$ cat src/hdl/psrt_pkg.sv
package psrt_pkg;

  localparam int MAX_PARTS = 64;
  localparam int CNT_W     = 7;
  localparam int PART_W    = 6;
  localparam int EPP_W     = 24;
  localparam int EB_W      = 9;
  localparam int TAG_W     = 15;
  localparam int CFG_W     = 24;
  localparam int CFG_IDX_W = 2;
  localparam int CMD_W     = 2;
  localparam int ERR_W     = 2;
  localparam int BASE_W    = 13;
  localparam int EC_W      = 30;
  localparam int OFF_W     = 48;
  localparam int OTAG_W    = 16;

  typedef enum logic [CMD_W-1:0] {
    CMD_START = 2'd0,
    CMD_READY = 2'd1,
    CMD_CTS   = 2'd2
  } cmd_t;

  typedef enum logic [CFG_IDX_W-1:0] {
    REG_NUM_PARTS = 2'd0,
    REG_ELEM_PER  = 2'd1,
    REG_ELEM_SIZE = 2'd2,
    REG_BASE_TAG  = 2'd3
  } reg_idx_t;

  typedef enum logic [ERR_W-1:0] {
    ERR_OK          = 2'd0,
    ERR_NOT_STARTED = 2'd1,
    ERR_DUP_READY   = 2'd2,
    ERR_RANGE       = 2'd3
  } err_t;

  // Commands from the controller to the datapath.
  typedef struct packed {
    logic accept;
    logic start_round;
    logic ready_capture;
    logic cts_apply;
    logic div_go;
    logic div_sel_range;
    logic load_cts;
    logic load_range;
    logic scan_step;
    logic range_step;
    logic flush;
  } dp_cmd_t;

  // Status from the datapath to the controller.
  typedef struct packed {
    logic cts_seen;
    logic scan_more;
    logic range_empty;
    logic range_end;
    logic div_done;
    logic pipe_busy;
  } dp_stat_t;

endpackage

$ cat src/hdl/psrt_div.sv
module psrt_div (
  input  logic                       clk,
  input  logic                       rst_n,
  input  logic                       go,
  input  logic [psrt_pkg::CNT_W-1:0] dividend,
  input  logic [psrt_pkg::CNT_W-1:0] divisor,
  output logic                       done,
  output logic [psrt_pkg::CNT_W-1:0] quotient,
  output logic [psrt_pkg::CNT_W-1:0] remainder
);
  import psrt_pkg::*;

  localparam int STEP_W = $clog2(CNT_W + 1);

  logic [CNT_W-1:0]  quo_r;
  logic [CNT_W-1:0]  rem_r;
  logic [CNT_W-1:0]  dvs_r;
  logic [STEP_W-1:0] cnt_r;
  logic              run_r;
  logic              done_r;
  logic [CNT_W:0]    acc;
  logic [CNT_W:0]    diff;

  // One restoring step per cycle, most significant dividend bit first.
  assign acc  = {rem_r, quo_r[CNT_W-1]};
  assign diff = acc - {1'b0, dvs_r};

  always_ff @(posedge clk) begin
    if (!rst_n) begin
      run_r  <= 1'b0;
      done_r <= 1'b0;
      cnt_r  <= '0;
    end else begin
      done_r <= 1'b0;
      if (go) begin
        run_r <= 1'b1;
        cnt_r <= '0;
      end else if (run_r) begin
        cnt_r <= cnt_r + STEP_W'(1);
        if (cnt_r == STEP_W'(CNT_W - 1)) begin
          run_r  <= 1'b0;
          done_r <= 1'b1;
        end
      end
    end
  end

  always_ff @(posedge clk) begin
    if (go) begin
      quo_r <= dividend;
      rem_r <= '0;
      dvs_r <= divisor;
    end else if (run_r) begin
      if (!diff[CNT_W]) begin
        rem_r <= diff[CNT_W-1:0];
        quo_r <= {quo_r[CNT_W-2:0], 1'b1};
      end else begin
        rem_r <= acc[CNT_W-1:0];
        quo_r <= {quo_r[CNT_W-2:0], 1'b0};
      end
    end
  end

  assign done      = done_r;
  assign quotient  = quo_r;
  assign remainder = rem_r;

endmodule

$ cat src/hdl/psrt_ctrl.sv
module psrt_ctrl (
  input  logic                       clk,
  input  logic                       rst_n,
  input  logic                       start,
  input  logic [psrt_pkg::CMD_W-1:0] in_command,
  input  psrt_pkg::dp_stat_t         stat,
  output psrt_pkg::dp_cmd_t          cmd,
  output logic                       busy
);
  import psrt_pkg::*;

  typedef enum logic [5:0] {
    S_IDLE  = 6'b000001,
    S_DIV   = 6'b000010,
    S_SCAN  = 6'b000100,
    S_RANGE = 6'b001000,
    S_DRAIN = 6'b010000,
    S_FLUSH = 6'b100000
  } state_t;

  state_t st_r, st_nxt;
  logic   mode_range_r, mode_range_nxt;
  logic   accept;

  assign busy   = (st_r != S_IDLE);
  assign accept = start && !busy;

  always_comb begin
    st_nxt         = st_r;
    mode_range_nxt = mode_range_r;
    cmd            = '0;
    cmd.accept     = accept;
    unique case (st_r)
      S_IDLE: begin
        if (accept) begin
          case (in_command)
            CMD_START: begin
              cmd.start_round = 1'b1;
              st_nxt          = S_SCAN;
            end
            CMD_READY: begin
              cmd.ready_capture = 1'b1;
              if (stat.range_empty) begin
                st_nxt = S_DRAIN;
              end else begin
                cmd.div_go        = 1'b1;
                cmd.div_sel_range = 1'b1;
                mode_range_nxt    = 1'b1;
                st_nxt            = S_DIV;
              end
            end
            CMD_CTS: begin
              if (stat.cts_seen) begin
                st_nxt = S_DRAIN;
              end else begin
                cmd.cts_apply  = 1'b1;
                cmd.div_go     = 1'b1;
                mode_range_nxt = 1'b0;
                st_nxt         = S_DIV;
              end
            end
            default: st_nxt = S_DRAIN;
          endcase
        end
      end
      S_DIV: begin
        if (stat.div_done) begin
          if (mode_range_r) begin
            cmd.load_range = 1'b1;
            st_nxt         = S_RANGE;
          end else begin
            cmd.load_cts = 1'b1;
            st_nxt       = S_SCAN;
          end
        end
      end
      S_SCAN: begin
        if (stat.scan_more) begin
          cmd.scan_step = 1'b1;
        end else begin
          st_nxt = S_DRAIN;
        end
      end
      S_RANGE: begin
        cmd.range_step = 1'b1;
        if (stat.range_end) begin
          st_nxt = S_DRAIN;
        end
      end
      S_DRAIN: begin
        if (!stat.pipe_busy) begin
          st_nxt = S_FLUSH;
        end
      end
      S_FLUSH: begin
        cmd.flush = 1'b1;
        st_nxt    = S_IDLE;
      end
      default: st_nxt = S_IDLE;
    endcase
  end

  always_ff @(posedge clk) begin
    if (!rst_n) begin
      st_r         <= S_IDLE;
      mode_range_r <= 1'b0;
    end else begin
      st_r         <= st_nxt;
      mode_range_r <= mode_range_nxt;
    end
  end

  a_flush_returns_idle: assert property (@(posedge clk) disable iff (!rst_n)
    st_r == S_FLUSH |=> st_r == S_IDLE)
    else $error("flush did not return to idle");

  a_div_done_in_div: assert property (@(posedge clk) disable iff (!rst_n)
    stat.div_done |-> st_r == S_DIV)
    else $error("divider finished outside the divide state");

  a_start_scans: assert property (@(posedge clk) disable iff (!rst_n)
    (st_r == S_IDLE && start && in_command == CMD_START) |=> st_r == S_SCAN)
    else $error("start command did not begin a scan");

endmodule

$ cat src/hdl/psrt_dp.sv
module psrt_dp #(
  parameter int MAX_PARTITIONS = psrt_pkg::MAX_PARTS
) (
  input  logic                           clk,
  input  logic                           rst_n,
  input  logic                           cfg_we,
  input  logic [psrt_pkg::CFG_IDX_W-1:0] cfg_index,
  input  logic [psrt_pkg::CFG_W-1:0]     cfg_wdata,
  input  logic [psrt_pkg::PART_W-1:0]    in_first_partition,
  input  logic [psrt_pkg::PART_W-1:0]    in_last_partition,
  input  logic [psrt_pkg::CNT_W-1:0]     in_peer_groups,
  input  psrt_pkg::dp_cmd_t              cmd,
  output psrt_pkg::dp_stat_t             stat,
  output logic                           out_strobe,
  output logic                           out_issue_send,
  output logic [psrt_pkg::PART_W-1:0]    out_group_index,
  output logic [psrt_pkg::EC_W-1:0]      out_element_count,
  output logic [psrt_pkg::OFF_W-1:0]     out_byte_offset,
  output logic [psrt_pkg::OTAG_W-1:0]    out_message_tag,
  output logic [psrt_pkg::ERR_W-1:0]     out_error_code,
  output logic                           out_round_done,
  output logic                           out_last
);
  import psrt_pkg::*;

  localparam int HI_W  = BASE_W + 1;
  localparam int BE_W  = BASE_W + EPP_W;
  localparam int PEC_W = CNT_W + EPP_W;
  localparam int PR_W  = BE_W + EB_W;

  function automatic logic [CNT_W-1:0] clamp_count(input logic [CNT_W-1:0] v);
    if (v == '0) begin
      return CNT_W'(1);
    end else if (v > CNT_W'(MAX_PARTITIONS)) begin
      return CNT_W'(MAX_PARTITIONS);
    end else begin
      return v;
    end
  endfunction

  // Configuration and round state.
  logic [CNT_W-1:0]          np_r, np_nxt;
  logic [EPP_W-1:0]          epp_r, epp_nxt;
  logic [EB_W-1:0]           eb_r, eb_nxt;
  logic [TAG_W-1:0]          tag_r, tag_nxt;
  logic [MAX_PARTITIONS-1:0] bits_r, bits_nxt;
  logic                      started_r, started_nxt;
  logic                      cts_r, cts_nxt;
  logic [CNT_W-1:0]          gc_r, gc_nxt;
  logic [CNT_W-1:0]          gs_r, gs_nxt;
  logic [CNT_W-1:0]          sent_r, sent_nxt;
  logic [PART_W-1:0]         p_r, p_nxt;
  logic [PART_W-1:0]         last_r, last_nxt;
  logic [CNT_W-1:0]          g_r, g_nxt;
  logic [CNT_W-1:0]          r_r, r_nxt;
  logic [ERR_W-1:0]          err_r, err_nxt;

  // Walk logic.
  logic [CNT_W-1:0]          peer_c;
  logic [CNT_W-1:0]          gc_new;
  logic [CNT_W-1:0]          div_a;
  logic [CNT_W-1:0]          div_b;
  logic                      div_done;
  logic [CNT_W-1:0]          div_q;
  logic [CNT_W-1:0]          div_rem;
  logic [MAX_PARTITIONS-1:0] pmask;
  logic [MAX_PARTITIONS-1:0] bits_eff;
  logic [BASE_W-1:0]         base;
  logic [HI_W-1:0]           hi;
  logic                      grp_ok;
  logic [BASE_W-1:0]         np_b;
  logic [BASE_W-1:0]         pdiff;
  logic [CNT_W-1:0]          parts;
  logic                      r_not_started;
  logic                      r_oob;
  logic                      r_dup;
  logic                      rstep_ok;
  logic                      fire;
  logic [CNT_W-1:0]          sent_inc;
  logic                      round_end;

  // Issue pipeline.
  logic                      s1_v_r;
  logic [PART_W-1:0]         s1_g_r;
  logic [BASE_W-1:0]         s1_base_r;
  logic [CNT_W-1:0]          s1_parts_r;
  logic                      s1_done_r;
  logic                      s2_v_r;
  logic [PART_W-1:0]         s2_g_r;
  logic [BE_W-1:0]           s2_be_r;
  logic [PEC_W-1:0]          s2_ec_r;
  logic                      s2_done_r;
  logic [PR_W-1:0]           off_prod;
  logic                      pend_v_r;
  logic [PART_W-1:0]         pend_g_r;
  logic [EC_W-1:0]           pend_ec_r;
  logic [OFF_W-1:0]          pend_off_r;
  logic [OTAG_W-1:0]         pend_tag_r;
  logic                      pend_done_r;

  logic                      out_strobe_r;
  logic                      out_issue_r;
  logic [PART_W-1:0]         out_g_r;
  logic [EC_W-1:0]           out_ec_r;
  logic [OFF_W-1:0]          out_off_r;
  logic [OTAG_W-1:0]         out_tag_r;
  logic [ERR_W-1:0]          out_err_r;
  logic                      out_done_r;
  logic                      out_last_r;

  assign peer_c = clamp_count(in_peer_groups);
  assign gc_new = (peer_c < gc_r) ? peer_c : gc_r;
  assign div_a  = cmd.div_sel_range ? CNT_W'(in_first_partition)
                                    : CNT_W'({1'b0, np_r} + {1'b0, gc_new} - (CNT_W+1)'(1));
  assign div_b  = cmd.div_sel_range ? gs_r : gc_new;

  psrt_div u_div (
    .clk       (clk),
    .rst_n     (rst_n),
    .go        (cmd.div_go),
    .dividend  (div_a),
    .divisor   (div_b),
    .done      (div_done),
    .quotient  (div_q),
    .remainder (div_rem)
  );

  assign pmask    = MAX_PARTITIONS'(1) << p_r;
  assign bits_eff = cmd.range_step ? (bits_r | pmask) : bits_r;

  // A group is ready when every partition it covers below the count is marked.
  always_comb begin
    base   = BASE_W'(g_r[PART_W-1:0]) * BASE_W'(gs_r);
    hi     = HI_W'(base) + HI_W'(gs_r);
    grp_ok = 1'b1;
    for (int i = 0; i < MAX_PARTITIONS; i++) begin
      if (HI_W'(i) >= HI_W'(base) && HI_W'(i) < hi && CNT_W'(i) < np_r && !bits_eff[i]) begin
        grp_ok = 1'b0;
      end
    end
  end

  always_comb begin
    np_b  = BASE_W'(np_r);
    pdiff = np_b - base;
    if (np_b > base) begin
      parts = (pdiff > BASE_W'(gs_r)) ? gs_r : pdiff[CNT_W-1:0];
    end else begin
      parts = '0;
    end
  end

  assign r_not_started = !started_r;
  assign r_oob         = ({1'b0, p_r} >= np_r);
  assign r_dup         = |(bits_r & pmask);
  assign rstep_ok      = !r_not_started && !r_oob && !r_dup;

  assign fire = (cmd.scan_step && grp_ok) ||
                (cmd.range_step && rstep_ok && cts_r && (g_r < gc_r) && grp_ok);
  assign sent_inc  = sent_r + CNT_W'(1);
  assign round_end = fire && (sent_inc >= gc_r);

  always_comb begin
    np_nxt      = np_r;
    epp_nxt     = epp_r;
    eb_nxt      = eb_r;
    tag_nxt     = tag_r;
    bits_nxt    = bits_r;
    started_nxt = started_r;
    cts_nxt     = cts_r;
    gc_nxt      = gc_r;
    gs_nxt      = gs_r;
    sent_nxt    = sent_r;
    p_nxt       = p_r;
    last_nxt    = last_r;
    g_nxt       = g_r;
    r_nxt       = r_r;
    err_nxt     = err_r;

    if (cfg_we) begin
      unique case (cfg_index)
        REG_NUM_PARTS: begin
          np_nxt = clamp_count(cfg_wdata[CNT_W-1:0]);
          gc_nxt = clamp_count(cfg_wdata[CNT_W-1:0]);
          gs_nxt = CNT_W'(1);
        end
        REG_ELEM_PER:  epp_nxt = cfg_wdata[EPP_W-1:0];
        REG_ELEM_SIZE: eb_nxt  = cfg_wdata[EB_W-1:0];
        REG_BASE_TAG:  tag_nxt = cfg_wdata[TAG_W-1:0];
        default: ;
      endcase
    end

    if (cmd.accept) begin
      err_nxt = ERR_OK;
    end
    if (cmd.start_round) begin
      bits_nxt    = '0;
      sent_nxt    = '0;
      started_nxt = 1'b1;
      g_nxt       = '0;
    end
    if (cmd.ready_capture) begin
      p_nxt    = in_first_partition;
      last_nxt = in_last_partition;
    end
    if (cmd.cts_apply) begin
      cts_nxt = 1'b1;
      gc_nxt  = gc_new;
    end
    if (cmd.load_cts) begin
      gs_nxt = div_q;
      g_nxt  = '0;
    end
    if (cmd.load_range) begin
      g_nxt = div_q;
      r_nxt = div_rem;
    end
    if (cmd.scan_step) begin
      g_nxt = g_r + CNT_W'(1);
    end
    if (cmd.range_step) begin
      if (r_not_started) begin
        err_nxt = ERR_NOT_STARTED;
      end else if (r_oob) begin
        err_nxt = ERR_RANGE;
      end else if (r_dup) begin
        err_nxt = ERR_DUP_READY;
      end else begin
        bits_nxt = bits_r | pmask;
      end
      p_nxt = p_r + PART_W'(1);
      if (r_r + CNT_W'(1) == gs_r) begin
        r_nxt = '0;
        g_nxt = g_r + CNT_W'(1);
      end else begin
        r_nxt = r_r + CNT_W'(1);
      end
    end
    if (fire) begin
      sent_nxt = sent_inc;
      if (round_end) begin
        started_nxt = 1'b0;
        cts_nxt     = 1'b0;
        sent_nxt    = '0;
        bits_nxt    = '0;
      end
    end
  end

  always_ff @(posedge clk) begin
    if (!rst_n) begin
      np_r      <= CNT_W'(1);
      epp_r     <= EPP_W'(1);
      eb_r      <= EB_W'(1);
      tag_r     <= '0;
      bits_r    <= '0;
      started_r <= 1'b0;
      cts_r     <= 1'b0;
      gc_r      <= CNT_W'(1);
      gs_r      <= CNT_W'(1);
      sent_r    <= '0;
      p_r       <= '0;
      last_r    <= '0;
      g_r       <= '0;
      r_r       <= '0;
      err_r     <= ERR_OK;
    end else begin
      np_r      <= np_nxt;
      epp_r     <= epp_nxt;
      eb_r      <= eb_nxt;
      tag_r     <= tag_nxt;
      bits_r    <= bits_nxt;
      started_r <= started_nxt;
      cts_r     <= cts_nxt;
      gc_r      <= gc_nxt;
      gs_r      <= gs_nxt;
      sent_r    <= sent_nxt;
      p_r       <= p_nxt;
      last_r    <= last_nxt;
      g_r       <= g_nxt;
      r_r       <= r_nxt;
      err_r     <= err_nxt;
    end
  end

  assign off_prod = PR_W'(s2_be_r) * PR_W'(eb_r);

  always_ff @(posedge clk) begin
    if (!rst_n) begin
      s1_v_r       <= 1'b0;
      s2_v_r       <= 1'b0;
      pend_v_r     <= 1'b0;
      out_strobe_r <= 1'b0;
    end else begin
      s1_v_r       <= fire;
      s2_v_r       <= s1_v_r;
      out_strobe_r <= (s2_v_r && pend_v_r) || cmd.flush;
      if (s2_v_r) begin
        pend_v_r <= 1'b1;
      end else if (cmd.flush) begin
        pend_v_r <= 1'b0;
      end
    end
  end

  // The newest issued word waits in the pending stage, so that the final word
  // of a command can carry the last mark and the error code.
  always_ff @(posedge clk) begin
    s1_g_r     <= g_r[PART_W-1:0];
    s1_base_r  <= base;
    s1_parts_r <= parts;
    s1_done_r  <= round_end;
    s2_g_r     <= s1_g_r;
    s2_be_r    <= BE_W'(s1_base_r) * BE_W'(epp_r);
    s2_ec_r    <= PEC_W'(s1_parts_r) * PEC_W'(epp_r);
    s2_done_r  <= s1_done_r;
    if (s2_v_r) begin
      pend_g_r    <= s2_g_r;
      pend_ec_r   <= s2_ec_r[EC_W-1:0];
      pend_off_r  <= off_prod[OFF_W-1:0];
      pend_tag_r  <= OTAG_W'(tag_r) + OTAG_W'(s2_g_r) + OTAG_W'(1);
      pend_done_r <= s2_done_r;
    end
    if (s2_v_r && pend_v_r) begin
      out_issue_r <= 1'b1;
      out_g_r     <= pend_g_r;
      out_ec_r    <= pend_ec_r;
      out_off_r   <= pend_off_r;
      out_tag_r   <= pend_tag_r;
      out_err_r   <= ERR_OK;
      out_done_r  <= pend_done_r;
      out_last_r  <= 1'b0;
    end else if (cmd.flush) begin
      out_issue_r <= pend_v_r;
      out_g_r     <= pend_v_r ? pend_g_r : '0;
      out_ec_r    <= pend_v_r ? pend_ec_r : '0;
      out_off_r   <= pend_v_r ? pend_off_r : '0;
      out_tag_r   <= pend_v_r ? pend_tag_r : '0;
      out_err_r   <= err_r;
      out_done_r  <= pend_v_r && pend_done_r;
      out_last_r  <= 1'b1;
    end
  end

  assign stat.cts_seen    = cts_r;
  assign stat.scan_more   = (g_r < gc_r) && started_r && cts_r;
  assign stat.range_empty = (in_first_partition > in_last_partition);
  assign stat.range_end   = !rstep_ok || (p_r == last_r);
  assign stat.div_done    = div_done;
  assign stat.pipe_busy   = s1_v_r || s2_v_r;

  assign out_strobe        = out_strobe_r;
  assign out_issue_send    = out_issue_r;
  assign out_group_index   = out_g_r;
  assign out_element_count = out_ec_r;
  assign out_byte_offset   = out_off_r;
  assign out_message_tag   = out_tag_r;
  assign out_error_code    = out_err_r;
  assign out_round_done    = out_done_r;
  assign out_last          = out_last_r;

  a_done_is_issue: assert property (@(posedge clk) disable iff (!rst_n)
    out_strobe_r && out_done_r |-> out_issue_r)
    else $error("round done on a word that issues no send");

  a_round_end_clears: assert property (@(posedge clk) disable iff (!rst_n)
    round_end |=> !started_r && !cts_r && sent_r == '0)
    else $error("round end did not clear the round state");

endmodule

$ cat src/hdl/partitioned_send_ready_tracker_core.sv
// Send-side ready tracker for partitioned messages.
// Configuration: write cfg_wdata to register cfg_index while cfg_we is high;
// registers are the partition count, elements per partition, element size in
// bytes and the base tag. Write them only while busy is low.
// Commands: a command word is taken at a clock edge where start is high and
// busy is low. Busy then stays high until the cycle in which the command's last
// result word is shown; one command is worked on at a time.
// Results: each result word is on the out_ ports for one cycle with out_strobe
// high. Every command yields one or more words, the final one marked by
// out_last and carrying out_error_code. The receiver cannot stall this port.
// Flow: a repeated clear-to-send, an empty range or an unknown command drains
// the pipeline and flushes its one word. A start command scans one group per
// cycle until no group is left. A clear-to-send first divides for the group
// size, one quotient bit per cycle, before its scan. A ready range first
// divides, then walks one partition per cycle up to the last partition or
// an error. Each issued send passes the s1, s2 and pending stages of a
// multiply pipeline.
// Reset clears all ready bits and flags, sets the partition and group counts
// to one and returns the block to idle.
module partitioned_send_ready_tracker_core #(
  parameter int MAX_PARTITIONS = psrt_pkg::MAX_PARTS
) (
  input  logic                           clk,
  input  logic                           rst_n,
  input  logic                           cfg_we,
  input  logic [psrt_pkg::CFG_IDX_W-1:0] cfg_index,
  input  logic [psrt_pkg::CFG_W-1:0]     cfg_wdata,
  input  logic                           start,
  output logic                           busy,
  input  logic [psrt_pkg::CMD_W-1:0]     in_command,
  input  logic [psrt_pkg::PART_W-1:0]    in_first_partition,
  input  logic [psrt_pkg::PART_W-1:0]    in_last_partition,
  input  logic [psrt_pkg::CNT_W-1:0]     in_peer_groups,
  output logic                           out_strobe,
  output logic                           out_issue_send,
  output logic [psrt_pkg::PART_W-1:0]    out_group_index,
  output logic [psrt_pkg::EC_W-1:0]      out_element_count,
  output logic [psrt_pkg::OFF_W-1:0]     out_byte_offset,
  output logic [psrt_pkg::OTAG_W-1:0]    out_message_tag,
  output logic [psrt_pkg::ERR_W-1:0]     out_error_code,
  output logic                           out_round_done,
  output logic                           out_last
);
  import psrt_pkg::*;

  dp_cmd_t  cmd;
  dp_stat_t stat;

  psrt_ctrl u_ctrl (
    .clk        (clk),
    .rst_n      (rst_n),
    .start      (start),
    .in_command (in_command),
    .stat       (stat),
    .cmd        (cmd),
    .busy       (busy)
  );

  psrt_dp #(
    .MAX_PARTITIONS (MAX_PARTITIONS)
  ) u_dp (
    .clk                (clk),
    .rst_n              (rst_n),
    .cfg_we             (cfg_we),
    .cfg_index          (cfg_index),
    .cfg_wdata          (cfg_wdata),
    .in_first_partition (in_first_partition),
    .in_last_partition  (in_last_partition),
    .in_peer_groups     (in_peer_groups),
    .cmd                (cmd),
    .stat               (stat),
    .out_strobe         (out_strobe),
    .out_issue_send     (out_issue_send),
    .out_group_index    (out_group_index),
    .out_element_count  (out_element_count),
    .out_byte_offset    (out_byte_offset),
    .out_message_tag    (out_message_tag),
    .out_error_code     (out_error_code),
    .out_round_done     (out_round_done),
    .out_last           (out_last)
  );

endmodule
$ cat config.mk
export PLATFORM = sky130hd
export DESIGN_NAME = partitioned_send_ready_tracker_core
export DESIGN_NICKNAME = d
export VERILOG_FILES = /design/src/hdl/psrt_pkg.sv /design/src/hdl/psrt_div.sv /design/src/hdl/psrt_ctrl.sv /design/src/hdl/psrt_dp.sv /design/src/hdl/partitioned_send_ready_tracker_core.sv
export SDC_FILE = /design/constraint.sdc
export NUM_CORES = 2
export LEC_CHECK = 0
export BUFFER_PORTS_ARGS = -buffer_cell sky130_fd_sc_hd__buf_2
export CAP_MARGIN = 10
export CORE_MARGIN = 8
export CORE_UTILIZATION = 49
export DETAILED_ROUTE_END_ITERATION = 8
export PLACE_DENSITY = 0.75
export SLEW_MARGIN = 20
export SYNTH_ARGS = -nofsm -noshare
export SYNTH_HDL_FRONTEND = slang
export SYNTH_HIERARCHICAL = 1
export SYNTH_SLANG_ARGS = --single-unit
export TNS_END_PERCENT = 100
$ cat constraint.sdc
create_clock -name clk -period 6 [get_ports clk]
set_input_delay 0.3 -clock clk [delete_from_list [all_inputs] [get_ports clk]]
set_output_delay 0.3 -clock clk [all_outputs]
set_load 0.05 [all_outputs]
; ---- Word level (Yosys, flattened, before mapping)
; Index checks and enable logic that the tools add are counted.
; W data, S select, Z words.
[word_totals]
elab_cells = 760
latch_bits = 0
out_inout_bits = 107
mem_bits_ro = 0
ram_bits = 0
ff_bits = 512
n_memories = 0
in_bits = 51
[op_classes]
n_bitwise = 4
shifts = 1
n_eq_ne = 22
n_reduce_logical = 303
n_mul = 4
n_mux = 165
div_mod_pow = 0
addsub = 12
magnitude_cmp = 201
[ops]
columns = operator, count
row1 = $mux W64, 8
row2 = $lt A6 B14 Y1 const A, 32
row3 = $ge A6 B13 Y1 const A, 32
row4 = $lt A5 B14 Y1 const A, 16
row5 = $lt A6 B7 Y1 const A, 32
row6 = $ge A5 B13 Y1 const A, 16
row7 = $logic_and A1 B1 Y1, 205
row8 = $mux W7, 29
row9 = $mux W48, 3
row10 = $lt A4 B14 Y1 const A, 8
row11 = $lt A5 B7 Y1 const A, 16
row12 = $ge A4 B13 Y1 const A, 8
row13 = $mux W1, 91
row14 = $mux W30, 3
row15 = $logic_not A1 Y1, 68
row16 = $and A64 B64 Y64, 1
row17 = $or A64 B64 Y64, 1
row18 = $reduce_or A64 Y1, 1
row19 = $shl A1 B6 Y64 const A, 1
row20 = $mux W6, 10
row21 = $lt A3 B14 Y1 const A, 4
row22 = $lt A4 B7 Y1 const A, 8
row23 = $ge A3 B13 Y1 const A, 4
row24 = $mux W16, 3
row25 = other kinds (57), 112

; ---- Longest topological paths before layout
[depth]
word_depth = 75
depth_mapped = 27
depth_no_buf = 23

; ---- Hierarchy
; Netlist, hierarchy kept.
[by_module_without_submodules]
columns = mod, cells_per_inst, seq_area_each_um2, n_inst, area_each_um2
row1 = psrt_dp, 5219, 11531.1, 1, 47585.6
row2 = psrt_div, 134, 660.6, 1, 1418.9
row3 = psrt_ctrl, 81, 140.1, 1, 624.3

; ---- Worst setup path before layout
; OpenSTA, ideal clock, no wires.
[synth_path]
kind = flip-flop to flip-flop
startpoint = register u_dp.gs_r[0]
endpoint = register u_dp.bits_r[51]
stages_incl_launch_ff = 24
required_time_ps = 5871
path_slack_ps = -295
path_buffers = 6
period_less_slack_ps = 6295
setup_time_ps = 129
arrival_time_ps = 6167
path_cell_list = dfxtp_1 -> clkbuf_1 -> nand2_1 -> fa_1 -> fa_1 -> fa_1 -> inv_1 -> ha_1 -> xor2_1 -> clkbuf_1 -> ha_1 -> buf_1 -> nand3_1 -> or3_1 -> a211o_1 -> o41ai_1 -> o2111ai_1 -> o41ai_1 -> a211o_1 -> and4b_1 -> buf_2 -> buf_6 -> buf_6 -> nor3_2
[synth_between]
elab_chain_len = 75
elab_cells_between_ends = 392
cone_classes = 1 x add/sub / 1 x mul / 128 x order compare / 66 x mux / 196 x reduce/logical
[synth_lines]
columns = item, line_no
row1 = "start, declared", psrt_dp.sv:50  ; logic [CNT_W-1:0] gs_r, gs_nxt;
row2 = "start signal, assigned", psrt_dp.sv:277  ; gs_r <= gs_nxt;
row3 = $mul A6 B7 Y13 (*), psrt_dp.sv:133  ; base = BASE_W'(g_r[PART_W-1:0]) * BASE_W'(gs_r);
row4 = net u_dp.base[5], psrt_dp.sv:68  ; logic [BASE_W-1:0] base;
row5 = $add A13 B7 Y14, psrt_dp.sv:134  ; hi = HI_W'(base) + HI_W'(gs_r);
row6 = $lt A1 B14 Y1, psrt_dp.sv:137  ; if (HI_W'(i) >= HI_W'(base) && HI_W'(i) < hi && CNT_W'(i) < np_r && !bits_eff[i]) begin
row7 = $logic_and A1 B1 Y1 (3 in a row), psrt_dp.sv:137
row8 = $mux W1 (63 in a row), psrt_dp.sv:137
row9 = $mux W1 (*), psrt_dp.sv:137
row10 = "$logic_and A1 B1 Y1, on equally long branches", "psrt_dp.sv:158, psrt_dp.sv:159"
row11 = $logic_or A1 B1 Y1 (*), psrt_dp.sv:158  ; assign fire = (cmd.scan_step && grp_ok) ||
row12 = $logic_and A1 B1 Y1, psrt_dp.sv:161  ; assign round_end = fire && (sent_inc >= gc_r);
row13 = $mux W64, psrt_dp.sv:242  ; if (round_end) begin
row14 = $mux W64 (*), psrt_dp.sv:240  ; if (fire) begin
row15 = "end signal, assigned", psrt_dp.sv:273  ; bits_r <= bits_nxt;
row16 = "end, declared", psrt_dp.sv:46  ; logic [MAX_PARTITIONS-1:0] bits_r, bits_nxt;
; The timed path passes the listed nets; every way through them passes the cells marked *.
; A chain may end at the register's enable or synchronous reset.

; ---- Final worst setup path
[layout_path]
startpoint = register u_dp.gs_r[2]
endpoint = register u_dp.bits_r[19]
; The elaborated chain is that of the path after synthesis.

==> run summary <==
setup ws final -> -0.006875 ns
Final Critical Period -> 6.007 ns
CTS max path bufs -> 3
grt total ovfl -> 0
Port Buffer Count -> 155
clock sinks -> 510
largest net degree at the start of global routing -> 104
crit path DAT -> 6.55 ns
Die Width -> 334.3 µm
die height -> 334.3 µm
cell repeated most along the worst path -> fa_1
Clock power frac -> 44.1%
Post-Syn Area -> 49630 µm²
core footprint -> 100300 µm²
power density cells -> 153.6 nW/µm²
Skew-Pair Late Insertion Delay -> 0.70 ns
DR WL/cell -> 20.43 µm
Worst path max stage delay -> 0.52 ns
CP top delay family -> adder cells
max-cap violations -> 0
Gate power share -> 12.1%
Hold WC Path Type -> in2reg
vias in the first global route -> 41010
M1 WL -> 58920 µm
Final ANT Viol Nets -> 0
required time worst endpoint -> 6.55 ns
Via-to-Cell Ratio -> 5.686
Worst path slowest cell -> fa_1
CP Cell Sequence -> nand2_4, fa_1, fa_1, fa_1, inv_2, ha_4, a21oi_4, xor2_2, inv_2, ha_4, nand3_2, or3_4, a211o_1, buf_6, buf_6, o41ai_2, o2111ai_1, o41ai_2, a211o_1, and4b_2, buf_12, clkbuf_16, nor3_1
Fin. Hold Viols -> 0
Leak -> 26.63 nW
met2 wire length -> 67500 µm
Worst-Margin Slew -> 1.079 ns
Worst Setup End Kind -> flip-flop
RSZ-0062 raised after global routing -> true
Seq/Total Area, Yosys -> 24.85%
CP max FO -> 8
fin cells -> 7078
highest routed layer -> met5
met3 WL -> 11260 µm
synthesis-stage register bit count -> 510
register clock-pin slew on the reported worst setup and hold paths -> 0.06 ns
maximum vdd drop -> 0.2221 mV
Routability Congestion -> 0.9896
Slew Viols, Final -> 0
failing checks -> setup timing
r2r setup slk -> -0.007 ns
RR Endpoint -> u_dp/bits_r[19]
Mapped Cells -> 5434
Via Count -> 40240
Starting Density -> 49.48%
drt initial violations -> 3539
EDFF count, synth -> 212
worst slack, placed -> -0.1778 ns
first-pass GRT wire length -> 229000 µm
initial antenna violation count -> 5
Setup Viol. Count Final -> 2
Avg Inst Size Synth -> 9.133 µm²
R2R cell count -> 23
Post-synth ARST share -> 0%
CP Class -> reg2reg
DR pass1 iterations -> 7
synth-to-layout area growth -> 13.42%
final hold slack -> 0.05276 ns
FMAX -> 0.1665 GHz
Final Skew -> 0.03302 ns
Area after DPL -> 53200 µm²
warnings from Yosys -> 6
Design Area, Final -> 56290 µm²
I/O pins -> 158
CTS tree -> done
GRT Total Usage -> 25.44%
row cnt -> 116
Total Power -> 8.646 mW
reg-to-reg startpoint -> u_dp/gs_r[2]
part of the power in registers -> 43.8%
Synth Flop Type -> dfxtp_1
placed cells -> 6915
critical path capture point -> u_dp/bits_r[19]
Die ar. -> 111700 µm²
Critical Path Stages -> 23
outcome -> finished, violations left
layout cells sized above 1 -> 13.25%
Finished Core Util -> 56.13%
Slew headroom -> 27.82%
CTS buffer count -> 60
final net count -> 6647
H-tree levels -> 2
Yosys cell types -> 99
# DRC -> 0
Root Driver -> clkbuf_16
Final HPWL DP -> 111300 µm
switching share of power -> 27.87%
Crit. Startpoint -> u_dp/gs_r[2]
Post-Route WL -> 144600 µm
Net Switching -> 2.409 mW
post-route clock period utilization -> 100.1%
Int Power -> 6.237 mW
Critical path buffers and inverters -> 6
CP startpoint kind -> flip-flop
min-delay src -> in_first_partition[2]
post-route setup TNS -> -0.007778 ns
## placed cells by master, fill, tap and decap left out, types with 25 or more instances in the layout
master	count
and3_1	27
nor2_1	215
ha_1	297
nor2b_1	43
nand2b_1	38
dfxtp_2	38
clkbuf_16	65
mux2i_1	53
xor2_1	48
nand2_1	790
and2_1	434
o21a_1	31
inv_1	635
a21oi_1	265
xnor2_1	108
edfxtp_1	212
o22ai_1	36
dlygate4sd3_1	36
dfxtp_1	251
buf_2	155
nand4_1	30
nor3_1	106
nand3_1	75
o21ai_0	177
a22oi_1	25
buf_4	289
fa_1	621
a211oi_1	32
a21o_1	66
## synthesized netlist by cell type (35+ instances only)
| cell type | instances | area, µm² |
|---|---|---|
| nor3_1 | 107 | 535.5 |
| o21ai_0 | 183 | 915.9 |
| ha_1 | 306 | 3829 |
| inv_1 | 639 | 2399 |
| dfxtp_1 | 298 | 5966 |
| a21o_1 | 66 | 495.5 |
| o22ai_1 | 37 | 231.5 |
| xnor2_1 | 109 | 954.7 |
| nand2_1 | 793 | 2977 |
| nand2b_1 | 38 | 237.7 |
| clkbuf_1 | 293 | 1100 |
| mux2i_1 | 53 | 530.5 |
| edfxtp_1 | 212 | 6366 |
| a21oi_1 | 273 | 1366 |
| a211oi_1 | 35 | 262.8 |
| and2_1 | 439 | 2746 |
| nand3_1 | 76 | 380.4 |
| xor2_1 | 50 | 437.9 |
| nor2_1 | 217 | 814.5 |
| nor2b_1 | 43 | 269.0 |
| fa_1 | 622 | 12450 |
## power groups by stage
stage	logic, mW	clock network [mW]	registers [mW]
final	1.04	3.81	3.79
after global routing	1.14	4.02	3.80
after CTS	1.03	3.92	3.79
after detailed placement	1.00	0	3.87
after global placement	0.980	0	3.86
after floorplan	0.723	0	3.80
## layout make-up
class                   instances  area (µm²)
fillers                      8769       44000
repair buffers                508        3799
multi-input cells            3948       33910
clock buffers                  75        1658
diodes                          2       5.005
flip-flops and latches        510       12410
clock inverters                38       404.1
inverters                     640        2404
well taps                    1357        1698
## sequential cells by signal (all words and copies together), names as in the netlist, 9 cells and up
signal / flops
u_dp/s2_be_r: 37
u_dp/out_byte_offset: 46
u_dp/out_message_tag: 16
u_dp/pend_off_r: 46
u_dp/s2_ec_r: 30
u_dp/tag_r: 15
u_dp/s1_base_r: 13
u_dp/epp_r: 24
u_dp/bits_r: 64
u_dp/pend_ec_r: 30
u_dp/pend_tag_r: 16
u_dp/out_element_count: 30
u_dp/eb_r: 9
## kinds of logic after synthesis
family,after synthesis,synth area share (%)
fa+ha+maj,928,32.80
compound gates,903,11.83
xor+xnor,159,2.806
simple gates,1888,18.67
mux,68,1.409
other cells,1,0.007556
buf+inv,977,7.619
flops,510,24.85
## what timing repair did
action | CTS | global route
cloned | 0 | 5
hold endpoints to repair | 55 | 0
setup buffers | 3 | 5
resized for setup | 30 | 102
hold buffers | 36 | 0
setup endpoints to repair | 85 | 92
pin swaps | 8 | 42
## worst min path at each step
stage / to / depth (start not counted)
6_report: u_dp/p_r[2] / 4
5_1_grt: u_ctrl/st_r[0] / 3
4_1_cts: u_dp/p_r[2] / 4
3_5_place_dp: u_dp/s2_g_r[3] / 0
3_3_place_gp: u_dp/s2_g_r[4] / 0
2_1_floorplan: u_dp/s2_done_r / 0
## worst reg2reg max path, delay by kind of cell, from the launching register on
family                   cells  cell delay, ns
AO/OA/AOI/OAI                6            1.53
XOR/XNOR                     1            0.20
adder cells (fa/ha/maj)      5            2.05
buffers and inverters        6            0.75
flip-flops                   1            0.39
AND/OR/NAND/NOR              5            0.95
## layer usage
layer / up-vias / global-route usage (%)
met5: - / 0
met4: 6 / 11.24
met3: 393 / 4.164
met2: 1715 / 42.03
met1: 19840 / 32.92
li1: 18290 / -
No activity file was read; power rests on OpenSTA's default activity.
